===== src/rtl/plr_pkg.sv =====
// shared types and constants of the polyphase linear resampler
package plr_pkg;

	localparam int SAMPLE_W    = 16;
	localparam int COEF_W      = 18;
	localparam int INDEX_W     = 8;
	localparam int STEP_CFG_W  = 22;
	localparam int FRAC_W      = 16;
	localparam int IN_TDATA_W  = 48;
	localparam int OUT_TDATA_W = 16;
	localparam int QUEUE_DEPTH = 4;
	localparam int MAX_RESULTS = 4;

	localparam logic CMD_SAMPLE = 1'b0;
	localparam logic CMD_COEF   = 1'b1;

	localparam logic [STEP_CFG_W-1:0] TIME_STEP_RESET = 22'd1048576;

	localparam logic signed [SAMPLE_W-1:0] SAMPLE_MAX = 16'sh7fff;
	localparam logic signed [SAMPLE_W-1:0] SAMPLE_MIN = 16'sh8000;

	typedef enum logic {
		KIND_SAMPLE,
		KIND_COEF
	} plr_kind_t;

	typedef struct packed {
		plr_kind_t                   kind;
		logic signed [SAMPLE_W-1:0]  sample;
		logic [INDEX_W-1:0]          coef_index;
		logic signed [COEF_W-1:0]    coef_value;
	} plr_entry_t;

	typedef enum logic [3:0] {
		ST_IDLE,
		ST_SETUP,
		ST_MAC,
		ST_DRAIN,
		ST_DIFF,
		ST_MUL_LO,
		ST_MUL_HI,
		ST_SUM,
		ST_EMIT
	} plr_state_t;

	typedef struct packed {
		logic idle;
		logic pop;
	} plr_back_stat_t;

endpackage


===== src/rtl/plr_queue.sv =====
// short item queue between the front end and the compute back end
module plr_queue (
	input  logic                 clk,
	input  logic                 arst_n,
	input  logic                 push_valid,
	output logic                 push_ready,
	input  plr_pkg::plr_entry_t  push_data,
	output logic                 pop_valid,
	input  logic                 pop_ready,
	output plr_pkg::plr_entry_t  pop_data
);

	localparam int PTR_W = $clog2(plr_pkg::QUEUE_DEPTH);
	localparam int CNT_W = $clog2(plr_pkg::QUEUE_DEPTH + 1);

	plr_pkg::plr_entry_t mem_q [plr_pkg::QUEUE_DEPTH];
	logic [PTR_W-1:0]    wr_ptr_q;
	logic [PTR_W-1:0]    rd_ptr_q;
	logic [CNT_W-1:0]    count_q;
	logic                push_fire;
	logic                pop_fire;

	assign push_ready = (count_q != CNT_W'(plr_pkg::QUEUE_DEPTH));
	assign pop_valid  = (count_q != '0);
	assign push_fire  = push_valid && push_ready;
	assign pop_fire   = pop_valid && pop_ready;
	assign pop_data   = mem_q[rd_ptr_q];

	always_ff @(posedge clk or negedge arst_n) begin
		if (!arst_n) begin
			wr_ptr_q <= '0;
			rd_ptr_q <= '0;
			count_q  <= '0;
		end else begin
			if (push_fire) begin
				wr_ptr_q <= (wr_ptr_q == PTR_W'(plr_pkg::QUEUE_DEPTH - 1)) ? '0
				                                                         : wr_ptr_q + PTR_W'(1);
			end
			if (pop_fire) begin
				rd_ptr_q <= (rd_ptr_q == PTR_W'(plr_pkg::QUEUE_DEPTH - 1)) ? '0
				                                                         : rd_ptr_q + PTR_W'(1);
			end
			count_q <= count_q + CNT_W'(push_fire) - CNT_W'(pop_fire);
		end
	end

	always_ff @(posedge clk) begin
		if (push_fire) begin
			mem_q[wr_ptr_q] <= push_data;
		end
	end

endmodule


===== config.mk =====
export PLATFORM = sky130hd
export DESIGN_NAME = plr_queue
export DESIGN_NICKNAME = d
export VERILOG_FILES = /design/src/rtl/plr_pkg.sv /design/src/rtl/plr_queue.sv
export SDC_FILE = /design/constraint.sdc
export NUM_CORES = 1
export LEC_CHECK = 0
export ABC_CLOCK_PERIOD_IN_PS = 2720
export BUFFER_PORTS_ARGS = -buffer_cell sky130_fd_sc_hd__buf_2
export CORE_UTILIZATION = 45
export DETAILED_ROUTE_END_ITERATION = 8
export PLACE_DENSITY_LB_ADDON = 0.12
export SYNTH_ARGS = -nofsm -noshare
export SYNTH_HDL_FRONTEND = slang
export SYNTH_SLANG_ARGS = --single-unit

===== constraint.sdc =====
create_clock -name clk -period 2.72 [get_ports clk]
set_input_delay 0.544 -clock clk [delete_from_list [all_inputs] [get_ports clk]]
set_output_delay 0.544 -clock clk [all_outputs]
set_load 0.01 [all_outputs]

==> results of run 1 <==
cell usage after synthesis (2+ instances only):
library cell / n / area [um2]
mux2_2: 2 / 22.52
xnor2_1: 2 / 17.52
buf_1: 3 / 11.26
buf_4: 4 / 30.03
dfrtp_1: 7 / 175.2
mux2_4: 2 / 30.03
nor2_1: 2 / 7.510
mux4_2: 43 / 968.4
edfxtp_1: 172 / 5165
buf_2: 3 / 15.01
ha_1: 7 / 87.58
and3_2: 4 / 30.03
inv_1: 7 / 26.28
cell type report:
type | instances | area share
flip-flops and latches | 179 | 0.6679
multi-input cells | 67 | 0.1518
repair buffers | 104 | 0.07661
clock buffers | 18 | 0.05363
well taps | 184 | 0.02877
clock inverters | 14 | 0.01798
inverters | 7 | 0.003283
flip-flops by register name, summed over array words and instances (netlist names):
register,count
mem_q,172
rd_ptr_q,2
count_q,3
wr_ptr_q,2
layer usage:
layer,wire [um],vias up,share of wire
li1,-,1337,-
met1,4719,1582,0.41
met2,6003,80,0.52
met3,651,16,0.056
met4,147,2,0.013
met5,8,-,0.00069
path summary, 6_finish.rpt:
kind,startpoint,endpoint,depth (start not counted)
max in group asynchronous,arst_n,rd_ptr_q[0],2
min in group asynchronous,arst_n,count_q[2],2
worst min register to register,count_q[2],count_q[2],1
worst min-delay path,push_data[36],mem_q[0][36],1
worst max register to register,count_q[1],count_q[2],10
worst max-delay path,rd_ptr_q[1],pop_data[16],3
worst max-delay path: stages (launching register included):
cell and delay [ns]:
dfrtp_2 0.77, buf_4 0.31, mux4_2 0.34, buf_2 0.16
power by group:
part	leakage, nW	internal (W)	switching (W)	total [W]
clock network	0.285	0.00142	0.000947	0.00237
registers	1.66	0.00366	0.000263	0.00392
logic	0.868	0.00128	0.00127	0.00255
metrics by stage:
| step | instance area, um2 | setup WS [ns] |
|---|---|---|
| after global placement | 7405 | 0.4229 |
| final | 8003 | 0.1642 |
| after CTS | 8003 | 0.09983 |
| after detailed placement | 7405 | 0.3416 |
| after floorplan | 6638 | 0.4188 |
| after global routing | 8003 | 0.06508 |
repair_timing:
item	4_1_cts	5_1_grt
setup buffers	1	0
hold endpoints to repair	7	0
setup endpoints to repair	5	0
hold buffers	1	0
resized for setup	0	0
kinds of logic after synthesis:
kind of cell             count (synthesis)  synth area share
flip-flops                             179            0.8045
multiplexers                            47            0.1538
buffers and inverters                   17           0.01244
AND/OR/NAND/NOR                         10           0.01037
adder cells (fa/ha/maj)                  8           0.01621
XOR/XNOR                                 2          0.002640
==> impl_metrics.toml, run 1 <==
[status]
status = "finished, final reports clean"

[timing]
rsz0062_at_grt = "no"
fmax_ghz = 0.3913
finalSetupTns_ns = 0
setup-violations-final = 0
maxSlewViolCount = 0
post-route-period-util = 0.9396
worst_pin_slew_ns = 0.7787
skew_ns = 0.005075
hold_violations = 0
slew_headroom = 0.4809
period_minus_slack_ns = 2.556
whs_ns = 0.3295

[finish]
nNetsFinal = 431
fillerInstances = 1110
multi_input_area_um2 = 1215
layout-area-overhead-vs-synth_pct = 20.57
final_cell_mix = "edfxtp_1 (172), buf_2 (91), mux4_2 (43)"
n_antenna_cell = 0
seq_area_um2 = 5345
drive_gt1_frac = 0.4807
fin_cells = 573
final_common_cell = "edfxtp_1"
utilization = 0.5527

[detailed_routing]
drc = 0
viasPerCell = 5.265
routed_wl_um = 11530
drt_first_pass_iters = 4
vias = 3017
drtIter0Drc = 202
drtAntennaViolNets = 0
post_drt_wl_per_cell_um = 20.12

[yosys]
synth-seq-cells = 179
synth_ff_type = "edfxtp_1"
avgSynthCellArea_um2 = 25.24
synthDistinctLibCells = 18
seq_area_frac_synth = 0.8045
syn_area_um2 = 6638
synth_edf_count = 172
syn_nets = 318
ys_async_sr_fraction = 0.03911
syn_inst = 263
yosysWarnings = 0

[grt]
grt_antenna_before_repair = 1
top_usage_layer = "met2"
grt_max_degree = 28
global_route.usage.met1 = 0.1993
grt_pass1_wl_um = 17730
use_met2 = 0.2839
track_usage = 0.1693
first_global_vias = 3156
use_met3 = 0.06227
grt-ovfl-total = 0

[floorplanning]
die_x_um = 123.5
ios = 92
core_area_um2 = 14480
die_h_um = 123.5
start_util = 0.4584
rows = 44
die-area_um2 = 15240

[clock_tree]
cts_tree = "built"
clk_latency_ns = 0.42
cts_buffers = 17
clock-sinks = 179
cts_max_level = 4
path_clk_slew_ns = 0.06
cts_root_buffer = "clkbuf_16"
clock_path_buffers = 2

[run]
cap_violations = 0

[critical_path]
setup.worst_path.class = "register to output pin"
endpoint_kind = "output pin"
arrival_ns = 2.01
start_kind = "register"
cp_max_fo = 23
cp_data_required_time_ns = 2.18
rrSetupSlack_ns = 0.34

[place]
dp_cells = 539
port-buffer-count = 91
dp_hpwl_um = 6952
routabilityCongestion = 0.7072

[worst_hold_path]
worstHoldPathType = "input pin to register"

[power]
ir_drop_mv = 0.5766
power.total_w = 0.008837
leakage_nw = 2.809
power_density_nw_per_um2 = 1104
(Power assumes the default switching activity.)
==> run 2, diff against run 1 <==
--- a/config.mk
+++ b/config.mk
@@ -10,6 +10,7 @@
 export CORE_UTILIZATION = 45
 export DETAILED_ROUTE_END_ITERATION = 8
 export PLACE_DENSITY_LB_ADDON = 0.12
+export SETUP_SLACK_MARGIN = 0.2
 export SYNTH_ARGS = -nofsm -noshare
 export SYNTH_HDL_FRONTEND = slang
 export SYNTH_SLANG_ARGS = --single-unit
==> impl_metrics.toml, run 2 (synthesis gave the netlist of run 1 again) <==
[status]
status = "finished, final reports clean"

[finish]
largest_reg_flops = 172
top_register = "mem_q"
drive_gt1_frac = 0.4859
nNetsFinal = 433
final_common_cell = "edfxtp_1"
fin_cells = 575
n_antenna_cell = 0
stdcell_area_um2 = 8023
layout-area-overhead-vs-synth_pct = 20.87
reg.largest.list = "mem_q (172), count_q (3)"
final_cell_mix = "edfxtp_1 (172), buf_2 (91), mux4_2 (43)"

[clock_tree]
path_clk_slew_ns = 0.06
cts_tree = "built"
cts_max_level = 4
cts_root_buffer = "clkbuf_16"
clock_path_buffers = 2
cts_buffers = 17
clk_latency_ns = 0.42
clock-sinks = 179

[timing]
hold_violations = 0
whs_ns = 0.3274
skew_ns = 0.006932
post-route-period-util = 0.8873
period_minus_slack_ns = 2.413
finalSetupTns_ns = 0
worst_pin_slew_ns = 0.7682
rsz0062_at_grt = "no"
maxSlewViolCount = 0
fmax_ghz = 0.4144
setup-violations-final = 0
slew_headroom = 0.4879

[place]
routabilityCongestion = 0.7072
dp_cells = 539
dpl-instance-area_um2 = 7405
port-buffer-count = 91
dp_hpwl_um = 6952

[detailed_routing]
viasPerCell = 5.245
wl_met3_um = 678
wl_met2_um = 5961
drt_first_pass_iters = 4
drtIter0Drc = 216
met1_length_um = 4706
dr.max_layer_used = "met5"
vias = 3016
routed_wl_um = 11520
drtAntennaViolNets = 0
post_drt_wl_per_cell_um = 20.03
drc = 0

[grt]
grt_antenna_before_repair = 1
grt-ovfl-total = 0
first_global_vias = 3164
grt_pass1_wl_um = 17710
track_usage = 0.1691
grt_max_degree = 28

[critical_path]
cp_data_required_time_ns = 2.18
arrival_ns = 1.87
timing.rr.start = "count_q[1]"
setup.worst_path.class = "register to output pin"
startpoint = "rd_ptr_q[1]"
cp_max_fo = 23
start_kind = "register"
endpoint_kind = "output pin"

[floorplanning]
rows = 44
core_area_um2 = 14480
die-area_um2 = 15240
ios = 92
die_x_um = 123.5
start_util = 0.4584
die_h_um = 123.5

[worst_hold_path]
holdCritStartpoint = "push_data[36]"
worstHoldPathType = "input pin to register"

[power]
pwr-share-seq = 0.439
clock_power_share = 0.267
ir_drop_mv = 0.5766
p_comb_frac = 0.294
p_sw_frac = 0.2800
leakage_nw = 2.819
power_density_nw_per_um2 = 1105
p_switching_w = 0.002482
internal_power_w = 0.006383

[run]
cap_violations = 0
run 2: final timing paths:
check	depth (start not counted)	end	slack [ns]
setup / recovery	3	pop_data[16]	0.31
hold / removal	1	mem_q[0][36]	0.33
setup reg to reg	10	count_q[2]	0.37
hold reg to reg	1	count_q[2]	0.49
max in group asynchronous	2	rd_ptr_q[1]	2.07
min in group asynchronous	2	count_q[2]	0.48
run 2: area by class of cell:
class / instances / area [um2]
multi-input combinational: 67 / 1217
fill: 1106 / 6456
sequential: 179 / 5348
inverter: 7 / 26.28
clock buffer: 18 / 429.2
timing repair buffer: 106 / 628.1
clock inverter: 14 / 143.9
tap: 184 / 230.2
run 2: repair_timing:
action / in CTS / in global routing
pin swaps: 0 / 0
endpoints found under the setup margin: 37 / 1
resized for setup: 1 / 1
setup buffers: 3 / 0
hold buffers: 1 / 0
hold endpoints to repair: 7 / 0
run 2: layer usage:
| metal | track usage | up-vias |
|---|---|---|
| met3 | 0.06227 | 18 |
| li1 | - | 1342 |
| met1 | 0.1999 | 1574 |
| met2 | 0.2825 | 80 |
| met5 | 0 | - |
| met4 | 0.06325 | 2 |
run 2: power groups by stage:
| stage | combinational (W) | clock, W | sequential (W) |
|---|---|---|---|
| final | 0.00260 | 0.00237 | 0.00390 |
| after global routing | 0.00286 | 0.00252 | 0.00395 |
| after CTS | 0.00269 | 0.00242 | 0.00391 |
| after detailed placement | 0.00255 | 0 | 0.00403 |
| after global placement | 0.00254 | 0 | 0.00400 |
| after floorplan | 0.00173 | 0 | 0.00380 |
run 2: critical path, stage by stage (launching register included):
cell and delay [ns]:
dfrtp_4 0.66, buf_4 0.27, mux4_2 0.34, buf_2 0.16
run 2: stage by stage:
step           power (W)  worst slack, ns    util
6_report        0.008865           0.3067  0.5541
5_1_grt         0.009337           0.2252  0.5541
4_1_cts         0.009019           0.2527  0.5539
3_5_place_dp    0.006580           0.3416  0.5114
3_3_place_gp    0.006542           0.4229  0.5114
2_1_floorplan   0.005533           0.4188       -
