--- src/rtl/plr_pkg.sv ---
// shared types and constants of the polyphase linear resampler
package plr_pkg;

	localparam int SAMPLE_W    = 16;
	localparam int COEF_W      = 18;
	localparam int INDEX_W     = 8;
	localparam int STEP_CFG_W  = 22;
	localparam int FRAC_W      = 16;
	localparam int IN_TDATA_W  = 48;
	localparam int OUT_TDATA_W = 16;
	localparam int QUEUE_DEPTH = 4;
	localparam int MAX_RESULTS = 4;

	localparam logic CMD_SAMPLE = 1'b0;
	localparam logic CMD_COEF   = 1'b1;

	localparam logic [STEP_CFG_W-1:0] TIME_STEP_RESET = 22'd1048576;

	localparam logic signed [SAMPLE_W-1:0] SAMPLE_MAX = 16'sh7fff;
	localparam logic signed [SAMPLE_W-1:0] SAMPLE_MIN = 16'sh8000;

	typedef enum logic {
		KIND_SAMPLE,
		KIND_COEF
	} plr_kind_t;

	typedef struct packed {
		plr_kind_t                   kind;
		logic signed [SAMPLE_W-1:0]  sample;
		logic [INDEX_W-1:0]          coef_index;
		logic signed [COEF_W-1:0]    coef_value;
	} plr_entry_t;

	typedef enum logic [3:0] {
		ST_IDLE,
		ST_SETUP,
		ST_MAC,
		ST_DRAIN,
		ST_DIFF,
		ST_MUL_LO,
		ST_MUL_HI,
		ST_SUM,
		ST_EMIT
	} plr_state_t;

	typedef struct packed {
		logic idle;
		logic pop;
	} plr_back_stat_t;

endpackage

--- src/rtl/plr_front.sv ---
// input stage: takes items, decodes them and drops out-of-range coefficient writes
module plr_front #(
	parameter int unsigned NCOEF = 192
) (
	input  logic                                clk,
	input  logic                                arst_n,
	input  logic                                s_axis_tvalid,
	output logic                                s_axis_tready,
	// sample_in [15:0], coef_index [23:16], coef_value [41:24], zero [47:42]
	input  logic [plr_pkg::IN_TDATA_W-1:0]      s_axis_tdata,
	// cmd [0]
	input  logic                                s_axis_tuser,
	output logic                                q_valid,
	input  logic                                q_ready,
	output plr_pkg::plr_entry_t                 q_data
);

	plr_pkg::plr_entry_t dec;
	plr_pkg::plr_entry_t entry_q;
	logic                keep;
	logic                valid_q;
	logic                s_fire;

	always_comb begin
		dec.kind       = (s_axis_tuser == plr_pkg::CMD_COEF) ? plr_pkg::KIND_COEF
		                                                     : plr_pkg::KIND_SAMPLE;
		dec.sample     = s_axis_tdata[15:0];
		dec.coef_index = s_axis_tdata[23:16];
		dec.coef_value = s_axis_tdata[41:24];
	end

	// a coefficient write beyond the table is swallowed here
	assign keep = (dec.kind == plr_pkg::KIND_SAMPLE) || (32'(dec.coef_index) < NCOEF);

	assign s_axis_tready = !valid_q || q_ready;
	assign s_fire        = s_axis_tvalid && s_axis_tready;

	always_ff @(posedge clk or negedge arst_n) begin
		if (!arst_n) begin
			valid_q <= 1'b0;
		end else if (s_fire) begin
			valid_q <= keep;
		end else if (q_ready) begin
			valid_q <= 1'b0;
		end
	end

	always_ff @(posedge clk) begin
		if (s_fire) begin
			entry_q <= dec;
		end
	end

	assign q_valid = valid_q;
	assign q_data  = entry_q;

endmodule

--- config.mk ---
export PLATFORM = sky130hd
export DESIGN_NAME = plr_front
export DESIGN_NICKNAME = d
export VERILOG_FILES = /design/src/rtl/plr_pkg.sv /design/src/rtl/plr_front.sv
export SDC_FILE = /design/constraint.sdc
export NUM_CORES = 1
export LEC_CHECK = 0
export BUFFER_PORTS_ARGS = -buffer_cell sky130_fd_sc_hd__buf_2
export CAP_MARGIN = 10
export CORE_MARGIN = 5
export CORE_UTILIZATION = 39
export DETAILED_ROUTE_END_ITERATION = 6
export PLACE_DENSITY = 0.88
export SETUP_SLACK_MARGIN = 0.02
export SYNTH_ARGS = -nofsm -noshare
export SYNTH_HDL_FRONTEND = slang
export SYNTH_SLANG_ARGS = --single-unit
export TNS_END_PERCENT = 20
--- constraint.sdc ---
create_clock -name clk -period 1.5 [get_ports clk]
set_input_delay 0.3 -clock clk [delete_from_list [all_inputs] [get_ports clk]]
set_output_delay 0.3 -clock clk [all_outputs]
set_load 0.1 [all_outputs]
==> impl_results.md, run 1 <==
* Cell with the most instances after synthesis: edfxtp_1
* Post-synthesis register bit count at 44
* Cells on worst reg2reg path at 3
* Total Nets Final at 203
* Reg area at 0.00132 sq mm
* Clk Latency, worst-skew pair at 0.33 ns
* CTS tree: yes
* Port Buf Inserts at 91
* Setup TNS at 0 ns
* DR WL/cell at 15.0 um
* Core Footprint at 0.00336 sq mm
* Power Density at 1480 mW/mm^2
* Post-layout util at 60.5%
* Cell variety after synth at 7
* Syn Nets at 102
* Final Instance Area at 0.00203 sq mm
* Asr flop ratio synth at 2.27%
* Die ar. at 0.00476 sq mm
* Compound-cell area share of the yosys netlist at 0.645%
* Fill count at 265
* Max_cap viols at 0
* Mux contribution to synthesized area at 0%
* Clk buf depth at 2
* GRT Overall Usage at 13.5%
* Post-synthesis xor/xnor area fraction at 0%
* Slowest stage delay, CP at 0.43 ns
* Top-area cell type share of the netlist area at 95.1%
* CP Data Arrival Time at 1.12 ns
* Number of global-route vias before repair at 1007
* Hold Vio Cnt, Final at 0
* DRC at 0
* Delay-heaviest family, CP: buffers and inverters
* Placed Area at 0.00192 sq mm
* Sw frac at 31.2%
* Synth top area cells: edfxtp_1 (95%), dfrtp_1 (1.8%), nand2b_4 (1.0%)
* Simple-gate share of the synthesized area at 2.12%
* Status: complete, no violations
* Hold_sp: s_axis_tdata[31]
* Initial antenna violation count at 0
* RSZ-0062 raised after global routing: yes
* Max Slew Vio Count at 0
* Slew HR at 67.0%
* Period minus WS final at 1.42 ns
* Io pins at 98
* Via count at 836
* ANT nets after route at 0
* Via density at 4.24
* Routed WL at 2950 um
* Fin crit share at 94.5%
* Die Span Y at 69 um
* Hold depth at 1
* Logic pwr share at 23.2%
* Sequential share of power at 48.3%
* Area delta synth->final at 49.8%
* Synth Area per Inst at 27.7 sq um
* Largest family of logic cells by synthesized area: simple AND/OR/NAND/NOR gates
* Setup Fix Bufs, Post-CTS at 0
* Die width at 69 um
* Final Skew at 0.00574 ns
* GRT overflow at 0
* Sequential fraction of the synthesis area at 97.0%
* Worst r2r src: q_valid$_DFFE_PN0P_
* Clk pwr share at 28.5%
* Worst setup SP type: register
* Routability Congestion at 0.732
* YS warnings at 0
* LEAKAGE at 0.000883 uW
* Maximum vdd drop at 801 uV
* Hold_ws at 0.134 ns
* Slew @ Worst Pin at 0.498 ns
* WS Path Type: reg2out
* Layout cells sized above 1 at 68.9%
* Hold WC Path Type: in2reg
* Initial Util at 40.4%
* First-pass GRT wire length at 4790 um
* CP bufs+invs at 1
* Setup crit start: q_data[5]$_DFFE_PP_
* Row count at 21
* Adder-cell area share of the yosys netlist at 0%
* Psw at 937 uW
* CTS Buf Count at 5
* Slowest cell on the critical path: buf_2
* CP Cell Sequence: buf_2
* Area of the multi-input gates at 37.5 sq um
* Gate count of the mapped netlist at 49
* Clock sink count at 44
* Max Freq at 706 MHz
* CP required at 1.20 ns
* Internal at 2070 uW
* Iteration-0 DRC Markers at 37
* Antenna cells at 0
* Worst Setup End Kind: output port
* Post-synth EDFFs at 43
* CP Max Fanout at 1
* CTS root buf: clkbuf_4
* CP Depth at 1
* Prevailing post-synth register cell: edfxtp_1
* Clock slew at reported path FFs at 0.12 ns
* Max H-tree Level at 2
* Post-synth top area cell: edfxtp_1
* Drt pass-1 iters at 4
* Synthesized cell area at 0.00136 sq mm
* Largest net degree at the start of global routing at 29
* Finish-stage setup viols at 0
## flip-flops by register name, summed over array words and instances, names as in the netlist
| signal | count |
|---|---|
| q_valid | 1 |
| q_data | 43 |
## through the flow
step / std cells / total power (uW) / setup slack [ns]
after global routing: 197 / 3130 / 0.00969
after detailed placement: 188 / 2180 / 0.235
final: 197 / 3010 / 0.0830
after global placement: 188 / 2170 / 0.262
after CTS: 197 / 3050 / 0.0470
after floorplan: 49 / 2030 / -0.282
## cell type report
type | count | area share [%]
Sequential cell | 44 | 64.9
Clock buffer | 6 | 2.03
Clock inverter | 2 | 2.95
Tap cell | 46 | 2.83
Multi-Input combinational cell | 4 | 1.85
Inverter | 1 | 0.185
Timing Repair Buffer | 94 | 25.2
## timing repair
action                                  CTS  global route
gates resized for setup                   1             1
endpoints found under the hold margin     1             0
endpoints found under the setup margin    1             7
hold buffers                              1             0
## cells by family (layout without fill, tap and decap cells)
| group | count (synthesis) | count (layout) |
|---|---|---|
| flip-flops | 44 | 44 |
| AND/OR/NAND/NOR | 3 | 3 |
| AO/OA/AOI/OAI | 1 | 1 |
| buffers and inverters | 1 | 103 |
## path summary, 6_finish.rpt
check	end	slack, ns
min in group asynchronous	q_valid$_DFFE_PN0P_	0.26
worst min register to register	q_valid$_DFFE_PN0P_	0.60
worst min-delay path	q_data[7]$_DFFE_PP_	0.13
worst max-delay path	q_data[5]	0.08
worst max register to register	q_data[36]$_DFFE_PP_	0.23
max in group asynchronous	q_valid$_DFFE_PN0P_	1.14
## routing by layer
metal	up-vias	part of all wire (%)	global-route usage [%]
met5	-	0	0
met4	0	0.92	5.21
met3	2	16	9.88
met2	63	53	23.9
met1	376	30	11.3
li1	395	-	-
## power by group through the flow
| stage | logic (uW) | clock network, uW | registers [uW] |
|---|---|---|---|
| 5_1_grt | 717 | 954 | 1460 |
| 4_1_cts | 701 | 892 | 1450 |
| 3_3_place_gp | 689 | 0 | 1480 |
| 2_1_floorplan | 48.0 | 0 | 1980 |
| 6_report | 697 | 856 | 1450 |
| 3_5_place_dp | 697 | 0 | 1480 |
## cell usage in the layout, fill, tap and decap left out, drive strengths merged
cell         count
buf             92
edfxtp          43
dlygate4sd3      1
and2             1
dfrtp            1
bufinv           2
and3             1
clkbuf           7
inv              1
o21ai            1
nand2b           1
Power figures use the tool's default switching activity.
==> run 2, diff against run 1 <==
--- a/config.mk
+++ b/config.mk
@@ -7,10 +7,13 @@
 export LEC_CHECK = 0
 export BUFFER_PORTS_ARGS = -buffer_cell sky130_fd_sc_hd__buf_2
 export CAP_MARGIN = 10
+export CELL_PAD_IN_SITES_DETAIL_PLACEMENT = 1
+export CELL_PAD_IN_SITES_GLOBAL_PLACEMENT = 1
 export CORE_MARGIN = 5
-export CORE_UTILIZATION = 39
+export CORE_UTILIZATION = 32
+export CTS_BUF_LIST = sky130_fd_sc_hd__clkbuf_8
 export DETAILED_ROUTE_END_ITERATION = 6
-export PLACE_DENSITY = 0.88
+export PLACE_DENSITY = 0.91
 export SETUP_SLACK_MARGIN = 0.02
 export SYNTH_ARGS = -nofsm -noshare
 export SYNTH_HDL_FRONTEND = slang
==> run 2 against run 1 <==
  * Clock power is 21% lower
  * Combinational power increased by 0.9%
  * Clock skew is 0.0013 ns lower
  * First-iteration DRC count fell by 38%
  * Via count rose by 1.2%
  * Worst hold slack better by 0.050 ns
  * Final cell count rose by 2.0%
  * Largest cell class unchanged
==> impl_results.md, run 2 (synthesis results as in run 1) <==
* Status: complete, no violations (unchanged)
* Max H-tree Level at 2 (unchanged)
* Max Freq at 730 MHz (was 706 MHz)
* Hold WC Path Type: in2reg (unchanged)
* CP bufs+invs at 1 (unchanged)
* DR WL/cell at 16.1 um (was 15.0 um)
* Die Span Y at 75.1 um (was 69 um)
* Reg area at 0.00132 sq mm (unchanged)
* Fin crit share at 91.3% (was 94.5%)
* Worst r2r src: q_valid$_DFFE_PN0P_ (unchanged)
* DRC at 0 (unchanged)
* Via count at 846 (was 836)
* CP required at 1.20 ns (about the same)
* Slew @ Worst Pin at 0.505 ns (was 0.498 ns)
* GRT overflow at 0 (unchanged)
* Via density at 4.21 (was 4.24)
* LEAKAGE at 0.000879 uW (was 0.000883 uW)
* Setup crit start: q_valid$_DFFE_PN0P_ (was q_data[5]$_DFFE_PP_)
* CTS root buf: clkbuf_8 (was clkbuf_4)
* Commonest cells after routing, fill and taps aside: buf_2 (89), edfxtp_1 (43), clkbuf_8 (5) (was buf_2 (88), edfxtp_1 (43), clkbuf_4 (6))
* Slowest cell on the critical path: dfrtp_4 (was buf_2)
* Clock slew at reported path FFs at 0.08 ns (was 0.12 ns)
* CTS tree: yes (unchanged)
* Area delta synth->final at 49.5% (was 49.8%)
* Setup TNS at 0 ns (unchanged)
* Routability Congestion at 0.764 (was 0.732)
* Finish-stage setup viols at 0 (unchanged)
* Power Density at 1400 mW/mm^2 (was 1480 mW/mm^2)
* Row count at 23 (was 21)
* Initial Util at 33.5% (was 40.4%)
* Initial antenna violation count at 0 (unchanged)
* Worst Setup End Kind: output port (unchanged)
* Largest net degree at the start of global routing at 24 (was 29)
* Io pins at 98 (unchanged)
* Drt pass-1 iters at 3 (was 4)
* RSZ-0062 raised after global routing: no (was yes)
* Clk buf depth at 2 (unchanged)
* Worst setup path end: q_valid (was q_data[5])
* Port Buf Inserts at 91 (unchanged)
* Fill count at 426 (was 265)
* Total Nets Final at 203 (unchanged)
* Setup Fix Bufs, Post-CTS at 0 (unchanged)
* Slowest stage delay, CP at 0.50 ns (was 0.43 ns)
* CP Data Arrival Time at 1.07 ns (was 1.12 ns)
* Final Skew at 0.00441 ns (was 0.00574 ns)
* CP Depth at 1 (unchanged)
* Hold Vio Cnt, Final at 0 (unchanged)
* WS Path Type: reg2out (unchanged)
* Maximum vdd drop at 581 uV (was 801 uV)
* Period minus WS final at 1.37 ns (was 1.42 ns)
* Max reg flops at 43 (unchanged)
* GRT Overall Usage at 11.9% (was 13.5%)
* CP Max Fanout at 2 (was 1)
* Die ar. at 0.00565 sq mm (was 0.00476 sq mm)
* Hold_ws at 0.184 ns (was 0.134 ns)
* Routed WL at 3230 um (was 2950 um)
* Max_cap viols at 0 (unchanged)
* Post-Layout Cell Count at 201 (was 197)
* Core Footprint at 0.00406 sq mm (was 0.00336 sq mm)
* Cells on worst reg2reg path at 3 (unchanged)
* Layout cells sized above 1 at 68.9% (unchanged)
* Slew HR at 66.6% (was 67.0%)
* Area of the multi-input gates at 37.5 sq um (unchanged)
* Most common cell after layout, fill and taps aside: buf_2 (unchanged)
* Delay-heaviest family, CP: flip-flops (was buffers and inverters)
* Placed insts at 192 (was 188)
* Number of global-route vias before repair at 958 (was 1007)
* Antenna cells at 0 (unchanged)
* Die width at 75.1 um (was 69 um)
* Max Slew Vio Count at 0 (unchanged)
* ANT nets after route at 0 (unchanged)
* Iteration-0 DRC Markers at 23 (was 37)
* Clock sink count at 44 (unchanged)
* First-pass GRT wire length at 4760 um (was 4790 um)
* Clk Latency, worst-skew pair at 0.28 ns (was 0.33 ns)
* Worst reg2reg setup slack at 0.26 ns (was 0.23 ns)
* CTS Buf Count at 5 (unchanged)
* Worst r2r dst: q_data[13]$_DFFE_PP_ (was q_data[36]$_DFFE_PP_)
* Worst setup SP type: register (unchanged)
* CP Cell Sequence: clkbuf_4 (was buf_2)
## run 2: how the worst min path moves through the flow
stage | from | end | cells past startpoint
floorplan | arst_n | q_valid$_DFFE_PN0P_ | 0
global placement | arst_n | q_valid$_DFFE_PN0P_ | 1
detailed placement | arst_n | q_valid$_DFFE_PN0P_ | 1
CTS | s_axis_tdata[34] | q_data[10]$_DFFE_PP_ | 1
global route | s_axis_tdata[2] | q_data[28]$_DFFE_PP_ | 1
finish | s_axis_tdata[34] | q_data[10]$_DFFE_PP_ | 1
## run 2: through the flow
stage,instance area (sq um),total power (uW),worst slack [ns],utilization [%]
after floorplan,1360,2030,-0.282,-
after global placement,1930,2180,0.293,47.7
after detailed placement,1930,2190,0.252,47.7
after CTS,2030,2880,0.0284,50.0
after global routing,2030,2960,0.0891,50.0
final,2030,2830,0.131,50.0
## run 2: cell type report
type / count / area share (%)
clock buffers: 5 / 3.39
clock inverters: 3 / 0.678
inverters: 1 / 0.185
multi-input cells: 4 / 1.85
flip-flops and latches: 44 / 65.0
well taps: 50 / 3.08
repair buffers: 94 / 25.8
## run 2: worst register-to-register path: stages, from the launching register on
cell and delay, ns:
dfrtp_4 0.50, nand2b_4 0.10, and2_4 0.18, buf_12 0.17
## run 2: metal layers
| metal | vias to the layer above | part of all wire (%) | GRT usage, % |
|---|---|---|---|
| met3 | 5 | 16 | 6.94 |
| li1 | 393 | - | - |
| met2 | 64 | 53 | 21.3 |
| met5 | - | 0 | 0 |
| met1 | 384 | 29 | 11.2 |
| met4 | 0 | 1.1 | 4.66 |
## run 2: power by group
part | leakage (uW) | switching (uW) | internal (uW) | total, uW
clock network | 0.0000453 | 361 | 316 | 677
logic | 0.000413 | 586 | 117 | 703
registers | 0.000421 | 17.9 | 1440 | 1450
total | 0.000879 | 966 | 1870 | 2830
## run 2: timing repair
item / in CTS / in global routing
setup endpoints to repair: 0 / 1
hold buffers: 1 / 0
hold endpoints to repair: 1 / 0
resized for setup: 0 / 1
==> run 3, diff against run 2 <==
--- a/config.mk
+++ b/config.mk
@@ -14,6 +14,7 @@
 export CTS_BUF_LIST = sky130_fd_sc_hd__clkbuf_8
 export DETAILED_ROUTE_END_ITERATION = 6
 export PLACE_DENSITY = 0.91
+export RECOVER_POWER = 50
 export SETUP_SLACK_MARGIN = 0.02
 export SYNTH_ARGS = -nofsm -noshare
 export SYNTH_HDL_FRONTEND = slang
==> run 3 against run 2 <==
  * Combinational power fell by 2%
  * Final cell count did not move
  * Register-to-register slack got worse by 0.12 ns
  * Clock power rose by 0.6%
  * Utilization fell by 0.68 points
  * Sequential power barely moved
  * Die area did not move
  * Critical path type unchanged
==> impl_results.md, run 3 (synthesis results as in run 1) <==
* Slew @ Worst Pin at 0.505 ns (about the same)
* CTS root buf: clkbuf_8 (unchanged)
* Routed WL at 3250 um (was 3230 um)
* Worst setup SP type: register (unchanged)
* Die width at 75.1 um (unchanged)
* CP required at 1.20 ns (about the same)
* Max reg flops at 43 (unchanged)
* DRC at 0 (unchanged)
* Final Skew at 0.00500 ns (was 0.00441 ns)
* Sw frac at 34.3% (was 34.1%)
* Clk Latency, worst-skew pair at 0.29 ns (was 0.28 ns)
* Setup Fix Bufs, Post-CTS at 0 (unchanged)
* Logic pwr share at 24.4% (was 24.8%)
* Via count at 850 (was 846)
* Largest net degree at the start of global routing at 24 (unchanged)
* Status: complete, no violations (unchanged)
* Antenna cells at 0 (unchanged)
* Clk pwr share at 24.1% (was 23.9%)
* Max_cap viols at 0 (unchanged)
* Area delta synth->final at 47.5% (was 49.5%)
* Period minus WS final at 1.37 ns (about the same)
* GRT Overall Usage at 11.9% (unchanged)
* Max Slew Vio Count at 0 (unchanged)
* Final Instance Area at 0.00200 sq mm (was 0.00203 sq mm)
* CP bufs+invs at 1 (unchanged)
* Most common cell after layout, fill and taps aside: buf_2 (unchanged)
* Setup TNS at 0 ns (unchanged)
* Internal at 1860 uW (was 1870 uW)
* Psw at 968 uW (was 966 uW)
* Port Buf Inserts at 91 (unchanged)
* Iteration-0 DRC Markers at 25 (was 23)
* CTS tree: yes (unchanged)
* ANT nets after route at 0 (unchanged)
* Sequential share of power at 51.5% (was 51.3%)
* Placed Area at 0.00193 sq mm (unchanged)
* Max H-tree Level at 2 (unchanged)
* Clock sink count at 44 (unchanged)
* Core Footprint at 0.00406 sq mm (unchanged)
* Hold Vio Cnt, Final at 0 (unchanged)
* Slowest stage delay, CP at 0.50 ns (about the same)
* Total Nets Final at 203 (unchanged)
* CP Cell Sequence: clkbuf_4 (unchanged)
* Row count at 23 (unchanged)
* GRT overflow at 0 (unchanged)
* Clock slew at reported path FFs at 0.08 ns (about the same)
* Number of global-route vias before repair at 958 (unchanged)
* Placed insts at 192 (unchanged)
* Drt pass-1 iters at 3 (unchanged)
* Commonest cells after routing, fill and taps aside: buf_2 (87), edfxtp_1 (43), clkbuf_8 (5) (was buf_2 (89), edfxtp_1 (43), clkbuf_8 (5))
* Post-Layout Cell Count at 201 (unchanged)
* CP Data Arrival Time at 1.07 ns (about the same)
* Maximum vdd drop at 581 uV (about the same)
* Fin crit share at 91.4% (was 91.3%)
* WS Path Type: reg2out (unchanged)
* Die Span Y at 75.1 um (unchanged)
* CTS Buf Count at 5 (unchanged)
* LEAKAGE at 0.000866 uW (was 0.000879 uW)
* Post-layout util at 49.3% (was 50.0%)
* Routability Congestion at 0.764 (unchanged)
* Worst Setup End Kind: output port (unchanged)
* Io pins at 98 (unchanged)
* Max Freq at 729 MHz (was 730 MHz)
* Via density at 4.23 (was 4.21)
* Die ar. at 0.00565 sq mm (unchanged)
* Layout cells sized above 1 at 67.5% (was 68.9%)
* Delay-heaviest family, CP: flip-flops (unchanged)
* Initial antenna violation count at 0 (unchanged)
* Slowest cell on the critical path: dfrtp_4 (unchanged)
* DR WL/cell at 16.2 um (was 16.1 um)
* CP Max Fanout at 2 (unchanged)
* RSZ-0062 raised after global routing: no (unchanged)
* Slew HR at 66.6% (about the same)
* Hold WC Path Type: in2reg (unchanged)
* Finish-stage setup viols at 0 (unchanged)
* Initial Util at 33.5% (unchanged)
* Power Density at 1410 mW/mm^2 (was 1400 mW/mm^2)
* First-pass GRT wire length at 4760 um (unchanged)
* Clk buf depth at 2 (unchanged)
## run 3: cell types whose count changed in the layout (fill, tap and decap cells not counted), sizes merged
cell,previous run,this run
buf,92,89
clkbuf,6,9
## run 3: routing by layer
metal  GRT usage (%)  wire, um  vias up
met5               0         0        -
met1            11.2       951      389
li1                -         -      392
met4            4.66        37        0
met2            21.3      1730       64
met3            6.94       528        5
## run 3: final timing paths
check                                          from                    to  slack [ns]  cells after the start
worst min-delay path               s_axis_tdata[34]  q_data[10]$_DFFE_PP_        0.18                      1
max in group asynchronous                    arst_n   q_valid$_DFFE_PN0P_        1.10                      2
worst max register to register  q_valid$_DFFE_PN0P_  q_data[23]$_DFFE_PP_        0.14                      3
min in group asynchronous                    arst_n   q_valid$_DFFE_PN0P_        0.30                      2
worst min register to register  q_valid$_DFFE_PN0P_   q_valid$_DFFE_PN0P_        0.60                      2
worst max-delay path            q_valid$_DFFE_PN0P_               q_valid        0.13                      1
## run 3: cell type report
type / instances / area (sq um)
Tap cell: 50 / 62.6
Fill cell: 432 / 2060
Clock inverter: 3 / 13.8
Sequential cell: 44 / 1320
Clock buffer: 5 / 68.8
Inverter: 1 / 3.75
Multi-Input combinational cell: 4 / 37.5
Timing Repair Buffer: 94 / 495
## run 3: per-stage QoR
step,setup slack (ns),hold WS (ns),total power (uW)
2_1_floorplan,-0.282,0.00443,2030
3_3_place_gp,0.293,0.0763,2180
3_5_place_dp,0.252,0.0754,2190
4_1_cts,0.0284,0.173,2880
5_1_grt,0.0891,0.160,2950
6_report,0.129,0.183,2830
## run 3: repair_timing
action | 4_1_cts | 5_1_grt
gates resized for setup | 0 | 1
endpoints found under the hold margin | 1 | 0
hold buffers | 1 | 0
setup endpoints to repair | 0 | 1
## run 3: power by group through the flow
stage,Combinational [uW],Sequential (uW),Clock (uW)
after detailed placement,708,1480,0
after floorplan,48.0,1980,0
final,690,1450,681
after CTS,710,1460,716
after global routing,711,1460,774
after global placement,697,1480,0
